### src/design/hhfp_pkg.sv
`timescale 1ns / 1ps
// Shared constants and helpers for the HTTP header field parser.
// No dependencies; imported by http_header_field_parser.
package hhfp_pkg;

    // Field widths of the request and result channels
    localparam int unsigned OP_W    = 2;
    localparam int unsigned BYTE_W  = 8;
    localparam int unsigned KIND_W  = 3;
    localparam int unsigned ERR_W   = 3;
    localparam int unsigned NLEN_W  = 13;
    localparam int unsigned VLEN_W  = 17;
    localparam int unsigned FIDX_W  = 11;

    // Configuration register widths and index map
    localparam int unsigned MAXF_W  = 10;
    localparam int unsigned MAXN_W  = 12;
    localparam int unsigned MAXV_W  = 16;
    localparam int unsigned CFG_IDX_W  = 2;
    localparam int unsigned CFG_DATA_W = 16;
    localparam logic [CFG_IDX_W-1:0] CFG_MAX_FIELDS    = 2'd0;
    localparam logic [CFG_IDX_W-1:0] CFG_MAX_NAME_LEN  = 2'd1;
    localparam logic [CFG_IDX_W-1:0] CFG_MAX_VALUE_LEN = 2'd2;

    // Reset values of the limit registers
    localparam logic [MAXF_W-1:0] RST_MAX_FIELDS    = 10'd100;
    localparam logic [MAXN_W-1:0] RST_MAX_NAME_LEN  = 12'd256;
    localparam logic [MAXV_W-1:0] RST_MAX_VALUE_LEN = 16'd4096;

    // Default caps on written limits
    localparam int unsigned DEF_NAME_LIMIT_MAX   = 4095;
    localparam int unsigned DEF_VALUE_LIMIT_MAX  = 65535;
    localparam int unsigned DEF_FIELDS_LIMIT_MAX = 1023;

    // Request operations
    localparam logic [OP_W-1:0] OP_DATA    = 2'd0;
    localparam logic [OP_W-1:0] OP_END     = 2'd1;
    localparam logic [OP_W-1:0] OP_RESTART = 2'd2;

    // Result kinds
    localparam logic [KIND_W-1:0] KIND_NONE  = 3'd0;
    localparam logic [KIND_W-1:0] KIND_NAME  = 3'd1;
    localparam logic [KIND_W-1:0] KIND_VALUE = 3'd2;
    localparam logic [KIND_W-1:0] KIND_FIELD = 3'd3;
    localparam logic [KIND_W-1:0] KIND_DONE  = 3'd4;
    localparam logic [KIND_W-1:0] KIND_ERROR = 3'd5;

    // Error codes
    localparam logic [ERR_W-1:0] ERR_TOO_MANY   = 3'd0;
    localparam logic [ERR_W-1:0] ERR_INVALID    = 3'd1;
    localparam logic [ERR_W-1:0] ERR_EMPTY_NAME = 3'd2;
    localparam logic [ERR_W-1:0] ERR_NAME_LONG  = 3'd3;
    localparam logic [ERR_W-1:0] ERR_NO_COLON   = 3'd4;
    localparam logic [ERR_W-1:0] ERR_NO_CRLF    = 3'd5;
    localparam logic [ERR_W-1:0] ERR_VALUE_LONG = 3'd6;

    // Parser phases
    localparam int unsigned PH_W = 3;
    localparam logic [PH_W-1:0] PH_NAME     = 3'd0;
    localparam logic [PH_W-1:0] PH_SKIPWS   = 3'd1;
    localparam logic [PH_W-1:0] PH_VALUE    = 3'd2;
    localparam logic [PH_W-1:0] PH_SKIPLINE = 3'd3;
    localparam logic [PH_W-1:0] PH_IDLE     = 3'd4;

    // Deferred value-end events
    localparam int unsigned PEND_W = 2;
    localparam logic [PEND_W-1:0] PEND_NONE = 2'd0;
    localparam logic [PEND_W-1:0] PEND_CR   = 2'd1;
    localparam logic [PEND_W-1:0] PEND_LF   = 2'd2;
    localparam logic [PEND_W-1:0] PEND_OVER = 2'd3;

    // Characters of interest
    localparam logic [BYTE_W-1:0] CH_COLON = 8'h3A;
    localparam logic [BYTE_W-1:0] CH_CR    = 8'h0D;
    localparam logic [BYTE_W-1:0] CH_LF    = 8'h0A;
    localparam logic [BYTE_W-1:0] CH_SPACE = 8'h20;
    localparam logic [BYTE_W-1:0] CH_TAB   = 8'h09;

    // Space, tab, LF, VT, FF or CR
    function automatic logic is_ws(input logic [BYTE_W-1:0] b);
        return (b inside {CH_SPACE, CH_TAB, CH_LF, 8'h0B, 8'h0C, CH_CR});
    endfunction

endpackage

### src/design/http_header_field_parser.sv
`timescale 1ns / 1ps
// HTTP header field parser: one header byte per request, one result per request.
// Depends on hhfp_pkg for constants, codes and the whitespace test.
//
// Usage
//   Request channel (i_in_valid / o_in_ready) carries an operation and a byte:
//   data byte, end of input or restart. Every accepted request yields exactly
//   one result on the result channel (o_out_valid / i_out_ready): nothing, a
//   name byte, a value byte, a completed field with its lengths and index,
//   headers done, or an error code.
//   The result is registered: it is presented in the cycle after its request is
//   accepted. Throughput is one request per cycle while the receiver takes each
//   result, set by the combinational state update ahead of the result register.
//   The result register parts the channels: a new request is taken while the
//   held result is being taken in the same cycle; when the receiver stalls,
//   the result holds and o_in_ready drops until it is taken.
//   Limits are written through i_cfg_we / i_cfg_index / i_cfg_data, capped at
//   the module parameters, and should only change while no request is in
//   flight. Synchronous reset restores the limits to 100, 256 and 4096 and
//   puts the parser at the start of a name line; a restart request clears the
//   parser state only. After headers done or an error the parser emits
//   nothing until a restart.
module http_header_field_parser
    import hhfp_pkg::*;
#(
    parameter int unsigned NAME_LIMIT_MAX   = DEF_NAME_LIMIT_MAX,
    parameter int unsigned VALUE_LIMIT_MAX  = DEF_VALUE_LIMIT_MAX,
    parameter int unsigned FIELDS_LIMIT_MAX = DEF_FIELDS_LIMIT_MAX
) (
    input  logic                  i_clk,
    input  logic                  i_rst_n,
    // configuration writes
    input  logic                  i_cfg_we,
    input  logic [CFG_IDX_W-1:0]  i_cfg_index,
    input  logic [CFG_DATA_W-1:0] i_cfg_data,
    // request channel
    input  logic                  i_in_valid,
    output logic                  o_in_ready,
    input  logic [OP_W-1:0]       i_operation,
    input  logic [BYTE_W-1:0]     i_data_byte,
    // result channel
    output logic                  o_out_valid,
    input  logic                  i_out_ready,
    output logic [KIND_W-1:0]     o_kind,
    output logic [BYTE_W-1:0]     o_out_byte,
    output logic [ERR_W-1:0]      o_error_code,
    output logic [NLEN_W-1:0]     o_name_length,
    output logic [VLEN_W-1:0]     o_value_length,
    output logic [FIDX_W-1:0]     o_field_index
);

    // Limit registers
    logic [MAXF_W-1:0] r_max_fields;
    logic [MAXN_W-1:0] r_max_name_len;
    logic [MAXV_W-1:0] r_max_value_len;

    // Parser state
    logic [PH_W-1:0]   r_phase,         n_phase;
    logic [PEND_W-1:0] r_pend,          n_pend;
    logic [NLEN_W-1:0] r_name_count,    n_name_count;
    logic [VLEN_W-1:0] r_value_count,   n_value_count;
    logic [VLEN_W-1:0] r_trimmed_count, n_trimmed_count;
    logic [FIDX_W-1:0] r_field_count,   n_field_count;

    // Result register
    logic              r_out_valid;
    logic [KIND_W-1:0] r_kind,      n_kind;
    logic [BYTE_W-1:0] r_out_byte,  n_out_byte;
    logic [ERR_W-1:0]  r_err,       n_err;
    logic [NLEN_W-1:0] r_nlen,      n_nlen;
    logic [VLEN_W-1:0] r_vlen,      n_vlen;
    logic [FIDX_W-1:0] r_fidx,      n_fidx;

    logic              in_accept;
    logic              is_end;
    logic              do_value;
    logic              over_fields;
    logic [VLEN_W-1:0] value_inc;

    assign o_in_ready = !r_out_valid || i_out_ready;
    assign in_accept  = i_in_valid && o_in_ready;
    assign is_end     = (i_operation == OP_END);
    assign value_inc  = r_value_count + VLEN_W'(1);
    assign over_fields = (r_field_count > {1'b0, r_max_fields});

    // Capture limit writes, masked to width and capped
    always_ff @(posedge i_clk) begin
        if (!i_rst_n) begin
            r_max_fields    <= RST_MAX_FIELDS;
            r_max_name_len  <= RST_MAX_NAME_LEN;
            r_max_value_len <= RST_MAX_VALUE_LEN;
        end else if (i_cfg_we) begin
            case (i_cfg_index)
                CFG_MAX_FIELDS: begin
                    if (32'(i_cfg_data[MAXF_W-1:0]) > FIELDS_LIMIT_MAX)
                        r_max_fields <= MAXF_W'(FIELDS_LIMIT_MAX);
                    else
                        r_max_fields <= i_cfg_data[MAXF_W-1:0];
                end
                CFG_MAX_NAME_LEN: begin
                    if (32'(i_cfg_data[MAXN_W-1:0]) > NAME_LIMIT_MAX)
                        r_max_name_len <= MAXN_W'(NAME_LIMIT_MAX);
                    else
                        r_max_name_len <= i_cfg_data[MAXN_W-1:0];
                end
                CFG_MAX_VALUE_LEN: begin
                    if (32'(i_cfg_data[MAXV_W-1:0]) > VALUE_LIMIT_MAX)
                        r_max_value_len <= MAXV_W'(VALUE_LIMIT_MAX);
                    else
                        r_max_value_len <= i_cfg_data[MAXV_W-1:0];
                end
                default: begin
                end
            endcase
        end
    end

    // Work out the next state and the result of one request
    always_comb begin
        n_phase         = r_phase;
        n_pend          = r_pend;
        n_name_count    = r_name_count;
        n_value_count   = r_value_count;
        n_trimmed_count = r_trimmed_count;
        n_field_count   = r_field_count;
        n_kind          = KIND_NONE;
        n_out_byte      = '0;
        n_err           = '0;
        n_nlen          = '0;
        n_vlen          = '0;
        n_fidx          = '0;
        do_value        = 1'b0;

        if (i_operation == OP_RESTART) begin
            n_phase         = PH_NAME;
            n_pend          = PEND_NONE;
            n_name_count    = '0;
            n_value_count   = '0;
            n_trimmed_count = '0;
            n_field_count   = '0;
        end else if ((i_operation inside {OP_DATA, OP_END}) && r_phase != PH_IDLE) begin
            if (r_pend != PEND_NONE) begin
                // Resolve the value end deferred from the previous byte
                if (is_end) begin
                    n_kind = KIND_ERROR;
                    n_err  = ERR_INVALID;
                end else if (r_pend == PEND_LF) begin
                    n_kind = KIND_ERROR;
                    n_err  = ERR_NO_CRLF;
                end else if (r_pend == PEND_OVER) begin
                    n_kind = KIND_ERROR;
                    n_err  = ERR_VALUE_LONG;
                end else begin
                    n_kind          = KIND_FIELD;
                    n_nlen          = r_name_count;
                    n_vlen          = r_trimmed_count;
                    n_fidx          = r_field_count;
                    n_field_count   = r_field_count + FIDX_W'(1);
                    n_pend          = PEND_NONE;
                    n_name_count    = '0;
                    n_value_count   = '0;
                    n_trimmed_count = '0;
                    n_phase         = (i_data_byte == CH_LF) ? PH_NAME : PH_SKIPLINE;
                end
            end else begin
                case (r_phase)
                    PH_NAME: begin
                        if (r_name_count == '0 && over_fields) begin
                            n_kind = KIND_ERROR;
                            n_err  = ERR_TOO_MANY;
                        end else if (is_end) begin
                            n_kind = KIND_ERROR;
                            n_err  = ERR_INVALID;
                        end else if (r_name_count > {1'b0, r_max_name_len}) begin
                            n_kind = KIND_ERROR;
                            n_err  = ERR_NAME_LONG;
                        end else if (i_data_byte == CH_COLON || is_ws(i_data_byte)) begin
                            if (r_name_count == '0) begin
                                if (i_data_byte == CH_CR) begin
                                    n_phase = PH_IDLE;
                                    n_kind  = KIND_DONE;
                                end else if (i_data_byte == CH_COLON) begin
                                    n_kind = KIND_ERROR;
                                    n_err  = ERR_EMPTY_NAME;
                                end else begin
                                    n_phase = PH_SKIPWS;
                                end
                            end else if (i_data_byte == CH_COLON) begin
                                n_phase = PH_SKIPWS;
                            end else begin
                                n_kind = KIND_ERROR;
                                n_err  = ERR_NO_COLON;
                            end
                        end else begin
                            n_name_count = r_name_count + NLEN_W'(1);
                            n_kind       = KIND_NAME;
                            n_out_byte   = i_data_byte;
                        end
                    end
                    PH_SKIPWS: begin
                        if (is_end) begin
                            n_kind = KIND_ERROR;
                            n_err  = ERR_INVALID;
                        end else if (i_data_byte != CH_SPACE && i_data_byte != CH_TAB) begin
                            n_phase  = PH_VALUE;
                            do_value = 1'b1;
                        end
                    end
                    PH_VALUE: begin
                        if (is_end) begin
                            n_kind = KIND_ERROR;
                            n_err  = ERR_INVALID;
                        end else begin
                            do_value = 1'b1;
                        end
                    end
                    default: begin
                        // Skip through LF
                        if (is_end) begin
                            n_kind = KIND_ERROR;
                            n_err  = over_fields ? ERR_TOO_MANY : ERR_INVALID;
                        end else if (i_data_byte == CH_LF) begin
                            n_phase = PH_NAME;
                        end
                    end
                endcase

                // Take a value byte or defer the value end
                if (do_value) begin
                    if (i_data_byte == CH_LF) begin
                        n_pend = PEND_LF;
                    end else if (r_value_count > {1'b0, r_max_value_len}) begin
                        n_pend = PEND_OVER;
                    end else if (i_data_byte == CH_CR) begin
                        n_pend = PEND_CR;
                    end else begin
                        n_value_count = value_inc;
                        if (!is_ws(i_data_byte))
                            n_trimmed_count = value_inc;
                        n_kind     = KIND_VALUE;
                        n_out_byte = i_data_byte;
                    end
                end
            end

            // Any error parks the parser
            if (n_kind == KIND_ERROR) begin
                n_phase = PH_IDLE;
                n_pend  = PEND_NONE;
            end
        end
    end

    // Advance parser state on each accepted request
    always_ff @(posedge i_clk) begin
        if (!i_rst_n) begin
            r_phase         <= PH_NAME;
            r_pend          <= PEND_NONE;
            r_name_count    <= '0;
            r_value_count   <= '0;
            r_trimmed_count <= '0;
            r_field_count   <= '0;
        end else if (in_accept) begin
            r_phase         <= n_phase;
            r_pend          <= n_pend;
            r_name_count    <= n_name_count;
            r_value_count   <= n_value_count;
            r_trimmed_count <= n_trimmed_count;
            r_field_count   <= n_field_count;
        end
    end

    // Hold the result until the receiver takes it
    always_ff @(posedge i_clk) begin
        if (!i_rst_n) begin
            r_out_valid <= 1'b0;
        end else if (in_accept) begin
            r_out_valid <= 1'b1;
        end else if (i_out_ready) begin
            r_out_valid <= 1'b0;
        end
    end

    always_ff @(posedge i_clk) begin
        if (in_accept) begin
            r_kind     <= n_kind;
            r_out_byte <= n_out_byte;
            r_err      <= n_err;
            r_nlen     <= n_nlen;
            r_vlen     <= n_vlen;
            r_fidx     <= n_fidx;
        end
    end

    assign o_out_valid    = r_out_valid;
    assign o_kind         = r_kind;
    assign o_out_byte     = r_out_byte;
    assign o_error_code   = r_err;
    assign o_name_length  = r_nlen;
    assign o_value_length = r_vlen;
    assign o_field_index  = r_fidx;

    // A deferred value end only exists inside a value
    a_pend_in_value: assert property (@(posedge i_clk) disable iff (!i_rst_n)
        (r_pend != PEND_NONE) |-> (r_phase == PH_VALUE))
        else $error("deferred value event outside value phase");

    // Trimmed length never runs ahead of the value length
    a_trim_le_value: assert property (@(posedge i_clk) disable iff (!i_rst_n)
        r_trimmed_count <= r_value_count)
        else $error("trimmed length exceeds value length");

    // Restart returns the parser to the start of a name line
    a_restart_clears: assert property (@(posedge i_clk) disable iff (!i_rst_n)
        (in_accept && i_operation == OP_RESTART) |=>
            (r_phase == PH_NAME && r_pend == PEND_NONE &&
             r_name_count == '0 && r_field_count == '0))
        else $error("restart did not clear parser state");

    // A stalled receiver blocks new requests
    a_stall_blocks: assert property (@(posedge i_clk) disable iff (!i_rst_n)
        (r_out_valid && !i_out_ready) |-> !in_accept)
        else $error("request taken while result stalled");

endmodule

### config.mk
export PLATFORM = sky130hd
export DESIGN_NAME = http_header_field_parser
export DESIGN_NICKNAME = d
export VERILOG_FILES = /design/src/design/hhfp_pkg.sv /design/src/design/http_header_field_parser.sv
export SDC_FILE = /design/constraint.sdc
export NUM_CORES = 1
export LEC_CHECK = 0
export ABC_AREA = 1
export BUFFER_PORTS_ARGS = -buffer_cell sky130_fd_sc_hd__buf_4
export CAP_MARGIN = 20
export CORE_MARGIN = 2
export CORE_UTILIZATION = 35
export DETAILED_ROUTE_END_ITERATION = 7
export PLACE_DENSITY = 0.61
export SKIP_CTS_REPAIR_TIMING = 1
export SLEW_MARGIN = 20
export SYNTH_ARGS = -nofsm -noshare
export SYNTH_HDL_FRONTEND = slang
export SYNTH_SLANG_ARGS = --single-unit
### constraint.sdc
create_clock -name i_clk -period 4.33 [get_ports i_clk]
set_input_delay 0.866 -clock i_clk [delete_from_list [all_inputs] [get_ports i_clk]]
set_output_delay 0.866 -clock i_clk [all_outputs]
set_load 0.03 [all_outputs]
==> summary.md <==
| Metric | Value |
|---|---|
| Worst hold path startpoint | `r_max_value_len[4]` |
| Layout cells sized above 1 | `0.1722` |
| Crit Path Class | `flop to flop` |
| Global-route wire length before repair | `30.58 mm` |
| Most common flop cell mapped by yosys | `sky130_fd_sc_hd__dfxtp_1` |
| Series of cell instances along the critical path | `ha_1 -> nand2_1 -> nor3_1 -> and2_1 -> nand4_1 -> nand2_1 -> nand2_1 -> a21oi_2 -> nand2_1 -> o21ai_0 -> a21oi_1` |
| Number of port buffers | `89` |
| Deepest clock path buffer count | `2` |
| Clock tree from TritonCTS | `done` |
| Share of synthesized area occupied by flip-flops and latches | `0.4615` |
| Critical Path Sink | `r_trimmed_count[1]` |
| Final core utilization | `0.4193` |
| Yosys reg bits | `157` |
| Cell count along the critical path | `11` |
| CP most frequent cell | `sky130_fd_sc_hd__nand2_1` |
| P_leak | `3.936 nW` |
| Clock root buffer | `sky130_fd_sc_hd__clkbuf_16` |
| Total of endpoints with negative setup slack in the final report | `0` |
| Category of the worst setup path launch point | `flop` |
| Top post-synthesis cells by area | `sky130_fd_sc_hd__dfxtp_1, sky130_fd_sc_hd__edfxtp_1, sky130_fd_sc_hd__nand2_1, sky130_fd_sc_hd__ha_1, sky130_fd_sc_hd__inv_1` |
| CP Max Fanout | `20` |
| Combined area of all synthesized cells | `0.008004 mm^2` |
| Final RePlAce weighted congestion | `0.9166` |
| Mean Syn Cell Area | `8.134 um^2` |
| Hold Path Class | `flop to flop` |
| Sort of element at the end of the critical path | `flop` |
| Site Rows | `55` |
| Via density | `4.821` |
| Run status | `finished clean` |
| Final Net Count | `1145` |
| Routed wire per std cell | `13.67 um` |
| Initial drt markers | `283` |
| Share of the synthesized area in the top cell type | `0.2551` |
| Number of buffers inserted during clock tree synthesis | `17` |
| Vias after detailed routing | `6581` |
| Number of clock sinks | `157` |
| Die width | `155.2 um` |
| Area of the core | `0.02257 mm^2` |
| Synthesized instance count | `984` |
| Top cell family by delay on the critical path | `simple AND/OR/NAND/NOR gates` |
| Die Y-Extent | `155.2 um` |
| Half-perimeter wire length of the detailed placement result | `13.73 mm` |
| Post-CTS clock slew at the launch and capture registers of the worst setup and hold paths | `0.06 ns` |
| Endpoint of the lowest-slack register-to-register path | `r_trimmed_count[1]` |
| Clock Skews | `0.01160 ns` |
| DRC violations left | `0` |
| Count of final hold-check violations | `0` |
| Total power per unit cell area | `495.2 mW/mm^2` |
| Finished layout cell area | `0.009464 mm^2` |
| Buffering stage count on the worst path with inverters included | `0` |
| Post-synth top area cell | `sky130_fd_sc_hd__dfxtp_1` |
| Fill cell total of the finished layout | `2299` |
| Origin of the critical flop-to-flop path | `r_value_count[14]` |
| Number of top-level pins | `90` |
| Timing-limited maximum frequency | `0.3560 GHz` |
| Asr flop ratio synth | `0` |
| Slew at the pin with the worst max-slew slack | `0.7407 ns` |
| Worst path arrival time | `3.10 ns` |
| First-pass iteration count of the detailed router | `5` |
| Area enclosed by the die boundary | `0.02409 mm^2` |
| Overflow after GRT | `0` |
| Master of the slowest instance on the critical path | `sky130_fd_sc_hd__nand2_1` |
| Worst setup path start | `r_value_count[14]` |
| Number of synthesized flops with an enable pin | `55` |
| Initial cell density of the core | `0.3546` |
| Number of levels the H-tree was split into | `4` |
| Number of global-route vias before repair | `6258` |
| Number of warning messages in the yosys log | `0` |
| Critical path required time | `4.62 ns` |
| Routed Antenna Nets | `0` |
| Max incr delay on CP | `0.47 ns` |
| Count of cells along the worst register-to-register path | `11` |
| Setup TNS | `0 ns` |
| Number of diodes | `0` |
| Number of antenna violations at the first check in global routing | `0` |
| Highest ir drop seen on vdd | `0.2960 mV` |
| Setup repair after global routing missed its margin | `no` |
| Crit path time final | `2.809 ns` |
| Area growth syn-to-layout | `18.24%` |
| Reg2reg setup slack | `1.52 ns` |
| Routed wire length | `18.66 mm` |
| Placed cell areas | `0.008927 mm^2` |
| Reported max-cap violation count | `0` |
| Total track usage | `0.1584` |
| Mapped Nets | `1062` |
| Pin count of the biggest net entering global routing | `66` |
| Final Slew Violations | `0` |
| Number of unique standard cell types used by synthesis | `51` |
| Tightest slew margin relative to the limit | `0.5057` |
| Worst-Skew Late Latency | `0.42 ns` |
| Final period utilization | `0.6487` |
[metal layers]
| metal | global-route usage | part of all wire | wire length, um |
|---|---|---|---|
| met4 | 0.04150 | 0.0066 | 123 |
| met3 | 0.03788 | 0.045 | 842 |
| met2 | 0.2626 | 0.46 | 8546 |
| met1 | 0.2082 | 0.49 | 9145 |
| met5 | 0 | 0 | 0 |
[area by class of cell]
type	instances	area (um^2)	share of cell area
clock buffers	22	444.2	0.04693
flip-flops and latches	157	3694	0.3903
clock inverters	10	92.59	0.009783
well taps	285	356.6	0.03768
multi-input cells	642	3592	0.3796
repair buffers	92	690.7	0.07298
inverters	157	594.3	0.06280
[sequential cells by signal, indices dropped and copies added (netlist names)]
register	flops
r_name_count	13
o_name_length	13
r_phase	3
o_value_length	17
o_out_byte	8
o_out_valid	1
o_field_index	11
o_error_code	3
r_max_fields	10
r_field_count	11
o_kind	3
r_pend	2
r_max_name_len	12
r_trimmed_count	17
r_value_count	17
r_max_value_len	16
[synth_stat cells (all sizes together), types with 4 or more instances]
| cell type | count |
|---|---|
| xor2 | 4 |
| ha | 45 |
| o21ai | 74 |
| nor2 | 125 |
| buf | 6 |
| dfxtp | 102 |
| clkbuf | 22 |
| nand2 | 162 |
| nor3b | 8 |
| nand4 | 10 |
| nor3 | 33 |
| o211ai | 6 |
| nand3 | 31 |
| nor4 | 4 |
| a22oi | 14 |
| edfxtp | 55 |
| a21oi | 108 |
| inv | 155 |
[worst min path at each step]
stage                     cells after the start  slack [ns]                  end
after floorplan                               2        0.43  r_trimmed_count[14]
after global placement                        2        0.45  r_trimmed_count[14]
after detailed placement                      2        0.45   r_max_value_len[4]
after CTS                                     2        0.46   r_max_value_len[4]
after global routing                          2        0.48      r_max_fields[1]
final                                         2        0.46   r_max_value_len[4]
[cells in the final DEF (no fill, tap or decap), drive strengths merged, types with 2 or more instances in the layout]
cell      count
a21oi       108
o211ai        6
xor2          4
nand2       162
clkinvlp      2
a22oi        14
ha           45
nor3         33
nand4        10
o21ai        74
nor4          4
nor3b         8
o21a          3
buf          92
edfxtp       55
dfxtp       102
nor2        125
clkbuf       22
nand3        31
nand3b        3
inv         157
a211oi        2
clkinv        7
[power by group]
group / switching (W) / leakage (nW) / total (W) / internal (W)
Combinational: 0.000972 / 2.29 / 0.00144 / 0.000468
Sequential: 0.000124 / 1.39 / 0.00185 / 0.00173
Clock: 0.000606 / 0.259 / 0.00140 / 0.000792
Total: 0.00170 / 3.94 / 0.00469 / 0.00298
[through the flow]
step                      total power (W)  worst slack [ns]  cells  hold WS (ns)
after floorplan                  0.002947             1.037    984        0.4300
final                            0.004687             1.521   1365        0.4608
after global placement           0.003300             1.199   1333        0.4461
after global routing             0.004997             1.203   1365        0.4788
after detailed placement         0.003317             1.145   1333        0.4537
after CTS                        0.004723             1.548   1365        0.4629
[cell families after synthesis]
family                     Yosys count  synth area share
and+or+nand+nor                    381            0.2287
AOI/OAI and AO/OA                  212            0.1454
buffers and inverters              185           0.08973
DFF                                157            0.4615
adders and majority gates           45           0.07035
xor gates and xnor gates             4          0.004377
[worst reg2reg max path, cell delays in order (launching register included)]
cell and delay [ns]:
sky130_fd_sc_hd__dfxtp_1 0.36, sky130_fd_sc_hd__ha_1 0.31, sky130_fd_sc_hd__nand2_1 0.06, sky130_fd_sc_hd__nor3_1 0.24
sky130_fd_sc_hd__and2_1 0.20, sky130_fd_sc_hd__nand4_1 0.08, sky130_fd_sc_hd__nand2_1 0.16, sky130_fd_sc_hd__nand2_1 0.10
sky130_fd_sc_hd__a21oi_2 0.32, sky130_fd_sc_hd__nand2_1 0.47, sky130_fd_sc_hd__o21ai_0 0.31, sky130_fd_sc_hd__a21oi_1 0.06
Power figures use the tool's default switching activity.
